==> src/ccc_pkg.sv <==
// ----------------------------------------------------------------------------
// ccc_pkg : clock calendar counter shared definitions
// Field widths, counter limits, reset values, register indexes and the
// packed result word.
// ----------------------------------------------------------------------------
package ccc_pkg;

    localparam int HUND_W  = 7;
    localparam int SEC_W   = 6;
    localparam int MIN_W   = 6;
    localparam int HOUR_W  = 5;
    localparam int DAY_W   = 5;
    localparam int MONTH_W = 4;
    localparam int YEAR_W  = 14;

    localparam int CFG_INDEX_W = 2;
    localparam int CFG_DATA_W  = 14;

    localparam int IN_DATA_W  = 8;
    localparam int IN_USER_W  = 1;
    localparam int OUT_DATA_W = 48;

    localparam logic [HUND_W-1:0]  HUND_MAX  = 7'd99;
    localparam logic [SEC_W-1:0]   SEC_MAX   = 6'd59;
    localparam logic [MIN_W-1:0]   MIN_MAX   = 6'd59;
    localparam logic [HOUR_W-1:0]  HOUR_MAX  = 5'd23;
    localparam logic [MONTH_W-1:0] MONTH_MAX = 4'd12;
    localparam logic [DAY_W-1:0]   DAY_FIRST   = 5'd1;
    localparam logic [MONTH_W-1:0] MONTH_FIRST = 4'd1;

    localparam logic [HUND_W-1:0]  HUND_RST  = 7'd0;
    localparam logic [SEC_W-1:0]   SEC_RST   = 6'd0;
    localparam logic [MIN_W-1:0]   MIN_RST   = 6'd0;
    localparam logic [HOUR_W-1:0]  HOUR_RST  = 5'd12;
    localparam logic [DAY_W-1:0]   DAY_RST   = 5'd7;
    localparam logic [MONTH_W-1:0] MONTH_RST = 4'd6;
    localparam logic [YEAR_W-1:0]  YEAR_RST  = 14'd1993;

    localparam logic [DAY_W-1:0]  DAYS_IN_MONTH_RST = 5'd30;
    localparam logic [YEAR_W-1:0] YEAR_START_RST    = 14'd1993;
    localparam logic [YEAR_W-1:0] YEAR_LAST_RST     = 14'd2099;

    typedef enum logic [CFG_INDEX_W-1:0] {
        CFG_DAYS_IN_MONTH = 2'd0,
        CFG_YEAR_START    = 2'd1,
        CFG_YEAR_LAST     = 2'd2
    } cfg_index_t;

    typedef struct packed {
        logic [DAY_W-1:0]  days_in_month;
        logic [YEAR_W-1:0] year_start;
        logic [YEAR_W-1:0] year_last;
    } cfg_t;

    // first member lands in the top bits: hundredths ends up lowest
    typedef struct packed {
        logic [YEAR_W-1:0]  year_now;
        logic [MONTH_W-1:0] month_now;
        logic [DAY_W-1:0]   day_now;
        logic [HOUR_W-1:0]  hours_now;
        logic [MIN_W-1:0]   minutes_now;
        logic [SEC_W-1:0]   seconds_now;
        logic [HUND_W-1:0]  hundredths;
    } result_t;

    localparam int RESULT_W = $bits(result_t);

endpackage

==> src/clock_calendar_counter_top.sv <==
// ----------------------------------------------------------------------------
// clock_calendar_counter_top : real-time clock and calendar counter
// Each input word is one hundredth-second tick with the set buttons; each
// tick yields one output word with the full time and date.
//
// Input stream: tdata bit 0 button A, bit 1 button B, bit 2 button C;
// tuser bit 0 date mode (buttons set year/month/day, else hour/min/sec).
// Output stream: one word per tick, the counts after that tick.
// Configuration: cfg_valid/cfg_ready write channel, index 0 days in month,
// 1 start year, 2 last year; always ready, write only while idle.
//
// Results register in the output register, or the skid word on a stall.
// Throughput: one tick per cycle while s_axis_tready is high; the cascade is
// one pass of adders and compares between counter and output registers.
// Reset: time 12:00:00.00, date 7/6/1993, day limit 30, years 1993..2099,
// output empty.
// Receiver stall: a two-word output buffer takes one more tick, then
// s_axis_tready drops until the receiver takes a word.
// ----------------------------------------------------------------------------
module clock_calendar_counter_top
    import ccc_pkg::*;
(
    input  logic                   clk,
    input  logic                   rst_n,
    input  logic                   s_axis_tvalid,
    output logic                   s_axis_tready,
    input  logic [IN_DATA_W-1:0]   s_axis_tdata,  // button_a, button_b, button_c, zero pad
    input  logic [IN_USER_W-1:0]   s_axis_tuser,  // date_mode
    output logic                   m_axis_tvalid,
    input  logic                   m_axis_tready,
    output logic [OUT_DATA_W-1:0]  m_axis_tdata,  // hundredths, seconds_now, minutes_now,
                                                  // hours_now, day_now, month_now,
                                                  // year_now, zero pad
    input  logic                   cfg_valid,
    output logic                   cfg_ready,
    input  logic [CFG_INDEX_W-1:0] cfg_index,
    input  logic [CFG_DATA_W-1:0]  cfg_data
);

    cfg_t    cfg_reg;
    result_t result_next;
    result_t out_word;
    logic    tick;

    assign cfg_ready = 1'b1;
    assign tick      = s_axis_tvalid & s_axis_tready;

    always_ff @(posedge clk or negedge rst_n)
    begin
        if (!rst_n)
        begin
            cfg_reg.days_in_month <= DAYS_IN_MONTH_RST;
            cfg_reg.year_start    <= YEAR_START_RST;
            cfg_reg.year_last     <= YEAR_LAST_RST;
        end
        else if (cfg_valid && cfg_ready)
        begin
            case (cfg_index)
                CFG_DAYS_IN_MONTH: cfg_reg.days_in_month <= cfg_data[DAY_W-1:0];
                CFG_YEAR_START:    cfg_reg.year_start    <= cfg_data[YEAR_W-1:0];
                CFG_YEAR_LAST:     cfg_reg.year_last     <= cfg_data[YEAR_W-1:0];
                default:           ;
            endcase
        end
    end

    ccc_core u_core (
        .clk         (clk),
        .rst_n       (rst_n),
        .tick        (tick),
        .date_mode   (s_axis_tuser[0]),
        .button_a    (s_axis_tdata[0]),
        .button_b    (s_axis_tdata[1]),
        .button_c    (s_axis_tdata[2]),
        .cfg         (cfg_reg),
        .result_next (result_next)
    );

    ccc_out_buf u_out_buf (
        .clk       (clk),
        .rst_n     (rst_n),
        .in_valid  (s_axis_tvalid),
        .in_ready  (s_axis_tready),
        .in_word   (result_next),
        .out_valid (m_axis_tvalid),
        .out_ready (m_axis_tready),
        .out_word  (out_word)
    );

    assign m_axis_tdata = {{(OUT_DATA_W-RESULT_W){1'b0}}, out_word};

endmodule

==> src/ccc_core.sv <==
// ----------------------------------------------------------------------------
// ccc_core : counter state and single-pass carry cascade
// Holds the time and date counts; on each tick applies the set buttons,
// advances the hundredths and runs one carry pass up to the year.
// ----------------------------------------------------------------------------
module ccc_core
    import ccc_pkg::*;
(
    input  logic    clk,
    input  logic    rst_n,
    input  logic    tick,
    input  logic    date_mode,
    input  logic    button_a,
    input  logic    button_b,
    input  logic    button_c,
    input  cfg_t    cfg,
    output result_t result_next
);

    logic [HUND_W-1:0]  hund_reg;
    logic [SEC_W-1:0]   sec_reg;
    logic [MIN_W-1:0]   min_reg;
    logic [HOUR_W-1:0]  hour_reg;
    logic [DAY_W-1:0]   day_reg;
    logic [MONTH_W-1:0] month_reg;
    logic [YEAR_W-1:0]  year_reg;

    logic bump_year, bump_month, bump_day;
    logic bump_hour, bump_min, bump_sec;

    logic [HUND_W:0]  hund_sum;
    logic [SEC_W:0]   sec_sum;
    logic [MIN_W:0]   min_sum;
    logic [HOUR_W:0]  hour_sum;
    logic [DAY_W:0]   day_sum;
    logic [MONTH_W:0] month_sum;
    logic [YEAR_W:0]  year_sum;

    logic hund_wrap, sec_wrap, min_wrap, hour_wrap, day_wrap, month_wrap, year_over;

    // first pressed button wins, A before B before C
    always_comb
    begin
        bump_year  = date_mode & button_a;
        bump_month = date_mode & ~button_a & button_b;
        bump_day   = date_mode & ~button_a & ~button_b & button_c;
        bump_hour  = ~date_mode & button_a;
        bump_min   = ~date_mode & ~button_a & button_b;
        bump_sec   = ~date_mode & ~button_a & ~button_b & button_c;
    end

    // sums carry one spare bit so a double bump still compares true
    always_comb
    begin
        hund_sum  = {1'b0, hund_reg} + (HUND_W+1)'(1);
        hund_wrap = hund_sum > {1'b0, HUND_MAX};

        sec_sum  = {1'b0, sec_reg} + (SEC_W+1)'(bump_sec) + (SEC_W+1)'(hund_wrap);
        sec_wrap = sec_sum > {1'b0, SEC_MAX};

        min_sum  = {1'b0, min_reg} + (MIN_W+1)'(bump_min) + (MIN_W+1)'(sec_wrap);
        min_wrap = min_sum > {1'b0, MIN_MAX};

        hour_sum  = {1'b0, hour_reg} + (HOUR_W+1)'(bump_hour) + (HOUR_W+1)'(min_wrap);
        hour_wrap = hour_sum > {1'b0, HOUR_MAX};

        day_sum  = {1'b0, day_reg} + (DAY_W+1)'(bump_day) + (DAY_W+1)'(hour_wrap);
        day_wrap = day_sum > {1'b0, cfg.days_in_month};

        month_sum  = {1'b0, month_reg} + (MONTH_W+1)'(bump_month) + (MONTH_W+1)'(day_wrap);
        month_wrap = month_sum > {1'b0, MONTH_MAX};

        year_sum  = {1'b0, year_reg} + (YEAR_W+1)'(bump_year) + (YEAR_W+1)'(month_wrap);
        year_over = year_sum > {1'b0, cfg.year_last};

        result_next.hundredths  = hund_wrap  ? '0 : hund_sum[HUND_W-1:0];
        result_next.seconds_now = sec_wrap   ? '0 : sec_sum[SEC_W-1:0];
        result_next.minutes_now = min_wrap   ? '0 : min_sum[MIN_W-1:0];
        result_next.hours_now   = hour_wrap  ? '0 : hour_sum[HOUR_W-1:0];
        result_next.day_now     = day_wrap   ? DAY_FIRST : day_sum[DAY_W-1:0];
        result_next.month_now   = month_wrap ? MONTH_FIRST : month_sum[MONTH_W-1:0];
        result_next.year_now    = year_over  ? cfg.year_start : year_sum[YEAR_W-1:0];
    end

    always_ff @(posedge clk or negedge rst_n)
    begin
        if (!rst_n)
        begin
            hund_reg  <= HUND_RST;
            sec_reg   <= SEC_RST;
            min_reg   <= MIN_RST;
            hour_reg  <= HOUR_RST;
            day_reg   <= DAY_RST;
            month_reg <= MONTH_RST;
            year_reg  <= YEAR_RST;
        end
        else if (tick)
        begin
            hund_reg  <= result_next.hundredths;
            sec_reg   <= result_next.seconds_now;
            min_reg   <= result_next.minutes_now;
            hour_reg  <= result_next.hours_now;
            day_reg   <= result_next.day_now;
            month_reg <= result_next.month_now;
            year_reg  <= result_next.year_now;
        end
    end

    a_time_range: assert property (@(posedge clk) disable iff (!rst_n)
        tick |=> (hund_reg <= HUND_MAX) && (sec_reg <= SEC_MAX)
                 && (min_reg <= MIN_MAX) && (hour_reg <= HOUR_MAX))
        else $error("time count out of range after tick");

    a_month_range: assert property (@(posedge clk) disable iff (!rst_n)
        tick |=> (month_reg >= MONTH_FIRST) && (month_reg <= MONTH_MAX))
        else $error("month count out of range after tick");

    a_day_nonzero: assert property (@(posedge clk) disable iff (!rst_n)
        tick |=> day_reg != '0)
        else $error("day count reached zero");

    a_year_reload: assert property (@(posedge clk) disable iff (!rst_n)
        (tick && year_over) |=> year_reg == $past(cfg.year_start))
        else $error("year not reloaded from start year");

endmodule

==> src/ccc_out_buf.sv <==
// ----------------------------------------------------------------------------
// ccc_out_buf : two-word output buffer
// Output register with a skid word behind it; upstream ready comes from a
// register, so the producer never waits on the receiver combinationally.
// ----------------------------------------------------------------------------
module ccc_out_buf
    import ccc_pkg::*;
(
    input  logic    clk,
    input  logic    rst_n,
    input  logic    in_valid,
    output logic    in_ready,
    input  result_t in_word,
    output logic    out_valid,
    input  logic    out_ready,
    output result_t out_word
);

    logic    out_valid_reg, out_valid_next;
    logic    skid_valid_reg, skid_valid_next;
    result_t out_word_reg, out_word_next;
    result_t skid_word_reg, skid_word_next;
    logic    push, pop;

    assign in_ready  = ~skid_valid_reg;
    assign out_valid = out_valid_reg;
    assign out_word  = out_word_reg;

    always_comb
    begin
        push            = in_valid & ~skid_valid_reg;
        pop             = out_valid_reg & out_ready;
        out_valid_next  = out_valid_reg;
        skid_valid_next = skid_valid_reg;
        out_word_next   = out_word_reg;
        skid_word_next  = skid_word_reg;
        if (!out_valid_reg || pop)
        begin
            if (skid_valid_reg)
            begin
                out_word_next   = skid_word_reg;
                out_valid_next  = 1'b1;
                skid_valid_next = 1'b0;
            end
            else
            begin
                out_word_next  = in_word;
                out_valid_next = push;
            end
        end
        else if (push)
        begin
            skid_word_next  = in_word;
            skid_valid_next = 1'b1;
        end
    end

    always_ff @(posedge clk or negedge rst_n)
    begin
        if (!rst_n)
        begin
            out_valid_reg  <= 1'b0;
            skid_valid_reg <= 1'b0;
        end
        else
        begin
            out_valid_reg  <= out_valid_next;
            skid_valid_reg <= skid_valid_next;
        end
    end

    always_ff @(posedge clk)
    begin
        out_word_reg  <= out_word_next;
        skid_word_reg <= skid_word_next;
    end

    a_skid_behind_out: assert property (@(posedge clk) disable iff (!rst_n)
        skid_valid_reg |-> out_valid_reg)
        else $error("skid word held with empty output register");

    a_skid_drains: assert property (@(posedge clk) disable iff (!rst_n)
        (skid_valid_reg && out_ready) |=> (out_word_reg == $past(skid_word_reg))
                                          && !skid_valid_reg)
        else $error("skid word not moved to output");

    a_push_lands: assert property (@(posedge clk) disable iff (!rst_n)
        (push && !out_valid_reg) |=> out_valid_reg && (out_word_reg == $past(in_word)))
        else $error("accepted word lost on empty buffer");

endmodule
==> config.mk <==
export PLATFORM = sky130hd
export DESIGN_NAME = clock_calendar_counter_top
export DESIGN_NICKNAME = d
export VERILOG_FILES = /design/src/ccc_pkg.sv /design/src/clock_calendar_counter_top.sv /design/src/ccc_core.sv /design/src/ccc_out_buf.sv
export SDC_FILE = /design/constraint.sdc
export NUM_CORES = 1
export LEC_CHECK = 0
export ABC_AREA = 1
export BUFFER_PORTS_ARGS = -buffer_cell sky130_fd_sc_hd__buf_4
export CAP_MARGIN = 20
export CORE_MARGIN = 1
export CORE_UTILIZATION = 45
export DETAILED_ROUTE_END_ITERATION = 6
export SYNTH_ARGS = -nofsm -noshare
export SYNTH_HDL_FRONTEND = slang
export SYNTH_SLANG_ARGS = --single-unit
==> constraint.sdc <==
create_clock -name clk -period 31.1 [get_ports clk]
set_clock_uncertainty 0.05 [all_clocks]
set_input_delay 3.11 -clock clk [delete_from_list [all_inputs] [get_ports clk]]
set_output_delay 3.11 -clock clk [all_outputs]
set_load 0.02 [all_outputs]
==> results of run 1 <==
worst min-delay path by stage:
stage          cells past startpoint                   to  slack (ns)                start
3_3_place_gp                       2  u_core.month_reg[1]        0.42  u_core.month_reg[1]
5_1_grt                            2  u_core.month_reg[1]        0.45  u_core.month_reg[1]
2_1_floorplan                      2          cfg_reg[10]        0.40          cfg_reg[10]
4_1_cts                            2    u_core.day_reg[1]        0.43    u_core.day_reg[1]
3_5_place_dp                       2    u_core.day_reg[1]        0.42    u_core.day_reg[1]
6_report                           2    u_core.day_reg[1]        0.43    u_core.day_reg[1]
cell families (layout without fill, tap and decap cells):
logic type      Yosys count  after routing  share of synthesized area [%]
fa+ha+maj                35             35                           5.60
buf+inv                 164            248                           7.56
other cells               2              2                         0.0871
compound gates           84             84                           5.03
simple gates            444            444                           22.1
flops                   176            176                           56.9
xor+xnor                 26             26                           2.64
where the power goes:
part / total, mW / switching, mW / internal, mW
registers: 0.357 / 0.0304 / 0.326
clock network: 0.226 / 0.0967 / 0.129
logic: 0.275 / 0.173 / 0.103
total: 0.858 / 0.300 / 0.558
cells in the final DEF, fill, tap and decap left out, types with 16 or more instances in the layout:
| cell type | netlist | routed |
|---|---|---|
| dfrtp_1 | 52 | 51 |
| buf_4 | 4 | 79 |
| dfstp_2 | 30 | 30 |
| ha_1 | 29 | 29 |
| edfxtp_1 | 94 | 94 |
| xor2_1 | 22 | 22 |
| nand3_1 | 78 | 78 |
| inv_1 | 135 | 135 |
| clkbuf_16 | 0 | 17 |
| nand2_1 | 269 | 267 |
| nor2_1 | 47 | 46 |
| nand2_2 | 14 | 16 |
| o21ai_0 | 71 | 71 |
final cells by class:
type                    instances  area, um^2
fillers                      1745        8730
flip-flops and latches        176        4910
multi-input cells             591        3080
repair buffers                 80         621
inverters                     136         510
clock buffers                  17         425
well taps                     234         293
clock inverters                15         195
through the flow:
step / worst slack (ns) / utilization (%)
floorplan: 18.97 / -
global placement: 17.22 / 50.0
detailed placement: 17.17 / 50.2
CTS: 17.55 / 53.5
global route: 16.56 / 53.5
finish: 17.69 / 53.5
routing by layer:
| layer | up-vias | part of all wire [%] | global-route usage [%] |
|---|---|---|---|
| met5 | - | 0 | 0 |
| met4 | 0 | 1.2 | 6.18 |
| met3 | 15 | 2.5 | 3.38 |
| met2 | 77 | 45 | 28.3 |
| met1 | 2675 | 51 | 25.8 |
| li1 | 3118 | - | - |
worst register-to-register path, delay by kind of cell, from the launching register on:
kind	cells	cell delay, ns
compound gates	2	0.18
buf+inv	11	0.91
fa+ha+maj	15	4.49
xor+xnor	7	1.24
simple gates	34	4.26
flops	1	0.42
cell usage after synthesis:
| cell type | instances |
|---|---|
| edfxtp_1 | 94 |
| nand4_1 | 6 |
| ha_1 | 29 |
| nand2_4 | 1 |
| a21oi_1 | 7 |
| nand2_1 | 269 |
| nor3_1 | 6 |
| fa_1 | 6 |
| xor2_1 | 22 |
| a21o_1 | 1 |
| nand3_1 | 78 |
| nand3b_1 | 2 |
| inv_2 | 1 |
| buf_12 | 1 |
| o21bai_1 | 1 |
| o21ai_0 | 71 |
| buf_1 | 1 |
| conb_1 | 2 |
| inv_1 | 135 |
| buf_4 | 4 |
| nand3_2 | 1 |
| xnor2_1 | 4 |
| and2_1 | 14 |
| dfstp_2 | 30 |
| or2_2 | 1 |
| a31oi_1 | 1 |
| a21boi_1 | 1 |
| nand2_2 | 14 |
| buf_2 | 4 |
| nand3_4 | 1 |
| clkbuf_1 | 18 |
| nor3b_1 | 1 |
| o31ai_1 | 1 |
| dfrtp_1 | 52 |
| nor2_1 | 47 |
| nor2_2 | 2 |
| nor2_4 | 1 |
| o211ai_1 | 1 |
==> results.yml, run 1 <==
clock_network:
  cts_setup_buffers: 0
  cts_root_buf: "clkbuf_16"
  ctsResizeCount: 0
  cts_buffers: 17
  cts_buffer_depth: 2
  cts.htree.levels: 4
  cts_hold_buf: 0
  clock_sinks: 176
  cts_tree: "done"
  clk_latency_ns: 0.44
  path_clk_slew_ns: 0.06
global_route:
  grt_pass1_wl_um: 28200
  grt_overflow_total: 0
  grt_pass1_vias: 5639
  antenna_found_initial: 0
  groute.usage.overall_pct: 18.2
  grt_max_degree: 64
cells_and_area:
  fin_nets: 1067
  area_growth_pct: 16.3
  drive_above_1_share_pct: 16.6
  antenna_cells: 0
  final_area_um2: 10000
  layout.cells.non_filler: 1249
critical_path:
  crit_start: "s_axis_tdata[0]"
  r2r_cells: 69
  crit_cells: 67
  crit_buf_inv: 13
  worstSetupEndpointType: "flop"
  crit_fanout: 15
  startpoint_type: "input pin"
  crit_end: "u_out_buf.out_word[34]"
  criticalPathCategory: "in2reg"
  worstPathRequired_ns: 31.22
  cpMostUsedCell: "nand2_1"
  cp_top_family: "simple AND/OR/NAND/NOR gates"
  r2r_slack_ns: 19.30
  slowest_stage: "fa_1"
  cpPeakStageDelay_ns: 0.55
  reg2reg_from: "u_core.hund_reg[0]"
  r2r_end: "u_out_buf.out_word[34]"
  critical_path_arrival_ns: 13.54
floorplan:
  die_x_um: 140
  row_count: 50
  coreArea_um2: 18800
  io_pins: 81
  die_area_um2: 19700
  initial_core_util_pct: 46.0
  die_h_um: 140
yosys:
  synthDominantCellAreaShare_pct: 32.7
  synth.net_count: 996
  synth_seq_cells: 176
  yosys_warnings: 0
  synth_area_um2: 8630
  synth_cell_types: 38
  yosysTopAreaCell: "edfxtp_1"
  avgSynthCellArea_um2: 9.27
  synthCells: 931
  seq_area_frac_synth_pct: 56.9
  synth.area.top_cells: "edfxtp_1 (33%), dfrtp_1 (15%), nand2_1 (12%)"
placed_design:
  dp_hpwl_um: 11300
  placed_area_um2: 9410
  place_inst: 1217
  port_buffers: 73
  gp_congestion: 0.819
timing:
  slew_viol_final: 0
  max_slew_margin_pct: 41.0
  hold_ws_ns: 0.429
  tns_ns: 0
  hold_viol: 0
  rsz0062_at_grt: "no"
  finalCriticalPeriod_ns: 13.41
  tightest_slew_ns: 0.883
  setup_viol: 0
  finalCritPeriodShare_pct: 43.1
  max_freq_ghz: 0.0745
worst_hold_path:
  min-delay-path-class: "reg2reg"
drt:
  drc: 0
  wirelength_um: 16700
  wl_per_cell_um: 13.4
  vias: 5885
  vias_per_cell: 4.71
  drt_first_pass_iters: 4
  drt_iter0_markers: 295
  ant_nets: 0
pwr:
  ir_drop_v: 0.0000423
  power.total_uw: 858
  p_leak_nw: 4.83
  power_density_nw_per_um2: 85.5
outcome:
  status: "finished clean"
run:
  cap_violations: 0
(Power assumes the default switching activity.)
==> run 2: changes to the inputs <==
clock period = 13.74 ns   (was 31.1 ns; I/O delays follow)
==> results.yml, run 2 (synthesis gave the netlist of run 1 again) <==
clock_network:
  clock_sinks: 176
  cts_buffers: 17
  cts.htree.levels: 4
  cts_tree: "done"
  cts_hold_buf: 0
  clk_latency_ns: 0.43
  cts_setup_buffers: 0
  path_clk_slew_ns: 0.06
  cts_buffer_depth: 2
  cts_root_buf: "clkbuf_16"
  ctsResizeCount: 0
critical_path:
  worstPathRequired_ns: 13.86
  crit_buf_inv: 11
  cpPeakStageDelay_ns: 0.56
  cp_top_family: "adder cells"
  criticalPathCategory: "reg2reg"
  crit_fanout: 15
  cpMostUsedCell: "nand2_1"
  slowest_stage: "fa_1"
  critical_path_arrival_ns: 11.81
  worstSetupEndpointType: "flop"
  startpoint_type: "flop"
  r2r_slack_ns: 2.04
cells_and_area:
  fin_nets: 1066
  fill_cells: 1742
  layout.cells.non_filler: 1248
  antenna_cells: 0
  layout_commonest_cell: "nand2_1"
  area_growth_pct: 15.8
  utilization_pct: 53.2
  regArea_um2: 4910
  drive_above_1_share_pct: 15.9
  multi_input_area_um2: 3080
  final_cell_mix: "nand2_1 (267), inv_1 (135), edfxtp_1 (94)"
drt:
  vias: 5955
  drt_iter0_markers: 268
  wl_per_cell_um: 13.4
  drc: 0
  wirelength_um: 16800
  drt_first_pass_iters: 5
  ant_nets: 0
  vias_per_cell: 4.77
outcome:
  status: "finished clean"
pwr:
  power.total_mw: 1.92
  ir_drop_v: 0.000102
  power_density_nw_per_um2: 192
  p_leak_nw: 4.82
timing:
  finalCriticalPeriod_ns: 11.70
  rsz0062_at_grt: "no"
  finalCritPeriodShare_pct: 85.1
  slew_viol_final: 0
  max_slew_margin_pct: 38.7
  setup_viol: 0
  tightest_slew_ns: 0.916
  tns_ns: 0
  hold_viol: 0
  max_freq_ghz: 0.0855
run:
  cap_violations: 0
global_route:
  grt_pass1_wl_um: 28300
  antenna_found_initial: 0
  groute.usage.overall_pct: 18.5
  grt_pass1_vias: 5686
  grt_max_degree: 64
  grt_overflow_total: 0
floorplan:
  die_h_um: 140
  die_x_um: 140
  row_count: 50
  initial_core_util_pct: 46.0
  coreArea_um2: 18800
  die_area_um2: 19700
  io_pins: 81
placed_design:
  gp_congestion: 0.824
  port_buffers: 73
  dp_hpwl_um: 11400
  place_inst: 1216
worst_hold_path:
  min-delay-path-class: "reg2reg"
## run 2: worst paths after layout
| kind | startpoint | to | cells after the start |
|---|---|---|---|
| max | u_core.hund_reg[0] | u_out_buf.out_word[34] | 69 |
| min | u_core.day_reg[1] | u_core.day_reg[1] | 2 |
| max reg2reg | u_core.hund_reg[0] | u_out_buf.out_word[34] | 69 |
| min reg2reg | u_core.day_reg[1] | u_core.day_reg[1] | 2 |
| max in group asynchronous | rst_n | u_out_buf.skid_valid_reg | 2 |
| min in group asynchronous | rst_n | cfg_reg[25] | 1 |
## run 2: layout make-up
type                       instances  area share, %
clock buffer                      20           4.47
clock inverter                    12           1.41
inverter                         136           5.11
multi-input combinational        591           30.8
sequential                       176           49.2
tap                              234           2.93
timing repair buffer              79           6.13
## run 2: where the power goes
part | switching, mW | internal (mW)
Combinational | 0.392 | 0.232
Sequential | 0.0701 | 0.739
Clock | 0.196 | 0.288
Total | 0.658 | 1.26
## run 2: through the flow
stage | area (um^2) | hold WS, ns | setup WS [ns]
2_1_floorplan | 8630 | 0.403 | 3.34
3_3_place_gp | 9380 | 0.417 | 1.60
3_5_place_dp | 9410 | 0.423 | 1.53
4_1_cts | 9990 | 0.436 | 1.94
5_1_grt | 9990 | 0.448 | 0.755
6_report | 9990 | 0.433 | 2.04
## run 2: tightest hold or removal path: stages (launching register included)
cell	delay, ns
dfstp_2	0.38
nand2_1	0.06
nand2_1	0.05
## run 2: metal layers
| metal | vias to the layer above | global-route usage (%) | part of all wire (%) |
|---|---|---|---|
| li1 | 3116 | - | - |
| met1 | 2724 | 25.3 | 50 |
| met2 | 100 | 29.1 | 46 |
| met3 | 15 | 3.69 | 3.0 |
| met4 | 0 | 6.81 | 1.4 |
| met5 | - | 0 | 0 |
==> run 3: changes to the inputs <==
BUFFER_PORTS_ARGS = default   (was -buffer_cell sky130_fd_sc_hd__buf_4)
CELL_PAD_IN_SITES_DETAIL_PLACEMENT = 0   (was default)
CELL_PAD_IN_SITES_GLOBAL_PLACEMENT = 1   (was default)
DONT_BUFFER_PORTS = 1   (was default)
GPL_TIMING_DRIVEN = 1   (was default)
PLACE_DENSITY_LB_ADDON = 0.1   (was default)
==> results.yml, run 3 (synthesis gave the netlist of run 1 again) <==
drt:
  drt_first_pass_iters: 5
  vias_per_cell: 4.99
  wirelength_um: 17200
  drc: 0
  ant_nets: 0
  wl_per_cell_um: 14.6
  drt_iter0_markers: 434
  vias: 5858
clock_network:
  cts.htree.levels: 4
  cts_setup_buffers: 0
  clock_sinks: 176
  cts_buffer_depth: 2
  cts_hold_buf: 0
  cts_root_buf: "clkbuf_16"
  cts_buffers: 17
  ctsResizeCount: 0
  clk_latency_ns: 0.43
  path_clk_slew_ns: 0.07
  cts_tree: "done"
global_route:
  antenna_found_initial: 0
  grt_pass1_vias: 5867
  grt_max_degree: 83
  grt_pass1_wl_um: 29300
  groute.usage.overall_pct: 19.2
  grt_overflow_total: 0
worst_hold_path:
  min-delay-path-class: "reg2reg"
critical_path:
  cpMostUsedCell: "nand2_1"
  crit_buf_inv: 11
  critical_path_arrival_ns: 12.11
  worstPathRequired_ns: 13.87
  startpoint_type: "flop"
  crit_fanout: 15
  worstSetupEndpointType: "flop"
  criticalPathCategory: "reg2reg"
  cpPeakStageDelay_ns: 0.54
  slowest_stage: "fa_1"
  cp_top_family: "adder cells"
timing:
  slew_viol_final: 0
  max_freq_ghz: 0.0835
  max_slew_margin_pct: 38.0
  fin_ws_ns: 1.76
  tightest_slew_ns: 0.927
  setup_viol: 0
  hold_viol: 0
  rsz0062_at_grt: "no"
  finalCritPeriodShare_pct: 87.2
  finalCriticalPeriod_ns: 11.98
  tns_ns: 0
floorplan:
  die_h_um: 140
  die_x_um: 140
  coreArea_um2: 18800
  row_count: 50
  initial_core_util_pct: 46.0
  die_area_um2: 19700
  io_pins: 81
cells_and_area:
  antenna_cells: 0
  final_area_um2: 9460
  final_cell_mix: "nand2_1 (267), inv_1 (135), edfxtp_1 (94)"
  drive_above_1_share_pct: 9.99
  area_growth_pct: 9.64
  layout_commonest_cell: "nand2_1"
  layout.cells.non_filler: 1175
  fin_nets: 993
placed_design:
  placed_area_um2: 8840
  post-place-ws_ns: 1.49
  place_inst: 1143
  gp_congestion: 0.842
  dp_hpwl_um: 11600
  port_buffers: 0
pwr:
  p_leak_nw: 4.47
  power_density_nw_per_um2: 199
  ir_drop_v: 0.0000994
run:
  cap_violations: 0
outcome:
  status: "finished clean"
run 3: routing by layer:
| layer | global-route usage [%] | part of all wire [%] | up-vias |
|---|---|---|---|
| met4 | 7.09 | 1.8 | 0 |
| met2 | 31.0 | 46 | 108 |
| met5 | 0 | 0 | - |
| met3 | 3.49 | 3.1 | 20 |
| li1 | - | - | 2966 |
| met1 | 25.9 | 49 | 2764 |
run 3: worst paths after layout:
| path | from | endpoint | slack [ns] | cells past startpoint |
|---|---|---|---|---|
| hold reg to reg | u_core.month_reg[1] | u_core.month_reg[1] | 0.43 | 2 |
| setup / recovery | u_core.hund_reg[0] | u_out_buf.skid_word_reg[34] | 1.76 | 68 |
| min in group asynchronous | rst_n | cfg_reg[13] | 0.58 | 0 |
| hold / removal | u_core.month_reg[1] | u_core.month_reg[1] | 0.43 | 2 |
| setup reg to reg | u_core.hund_reg[0] | u_out_buf.skid_word_reg[34] | 1.76 | 68 |
| max in group asynchronous | rst_n | u_core.year_reg[0] | 12.84 | 0 |
run 3: layout make-up:
cell class,instances,area [um^2]
well taps,234,293
repair buffers,6,45.0
clock inverters,14,183
clock buffers,18,439
multi-input cells,591,3080
inverters,136,510
flip-flops and latches,176,4910
fillers,1749,9310
run 3: worst register-to-register path: cells and delay by family, from the launching register on:
family / cells / cell delay, ns
adder cells (fa/ha/maj): 15 / 4.54
AND/OR/NAND/NOR: 33 / 4.23
XOR/XNOR: 7 / 1.31
buffers and inverters: 11 / 0.97
flip-flops: 1 / 0.42
AO/OA/AOI/OAI: 2 / 0.20
run 3: power by group:
group	internal [mW]	switching, mW	leakage, nW
clock	0.294	0.212	0.308
combinational	0.177	0.322	2.25
sequential	0.742	0.131	1.91
total	1.21	0.665	4.47
run 3: through the flow:
step	power, mW	utilization (%)	hold slack, ns
6_report	1.88	50.4	0.433
3_3_place_gp	1.37	47.1	0.419
3_5_place_dp	1.39	47.1	0.422
4_1_cts	1.90	50.4	0.433
5_1_grt	2.01	50.4	0.451
2_1_floorplan	1.26	-	0.403
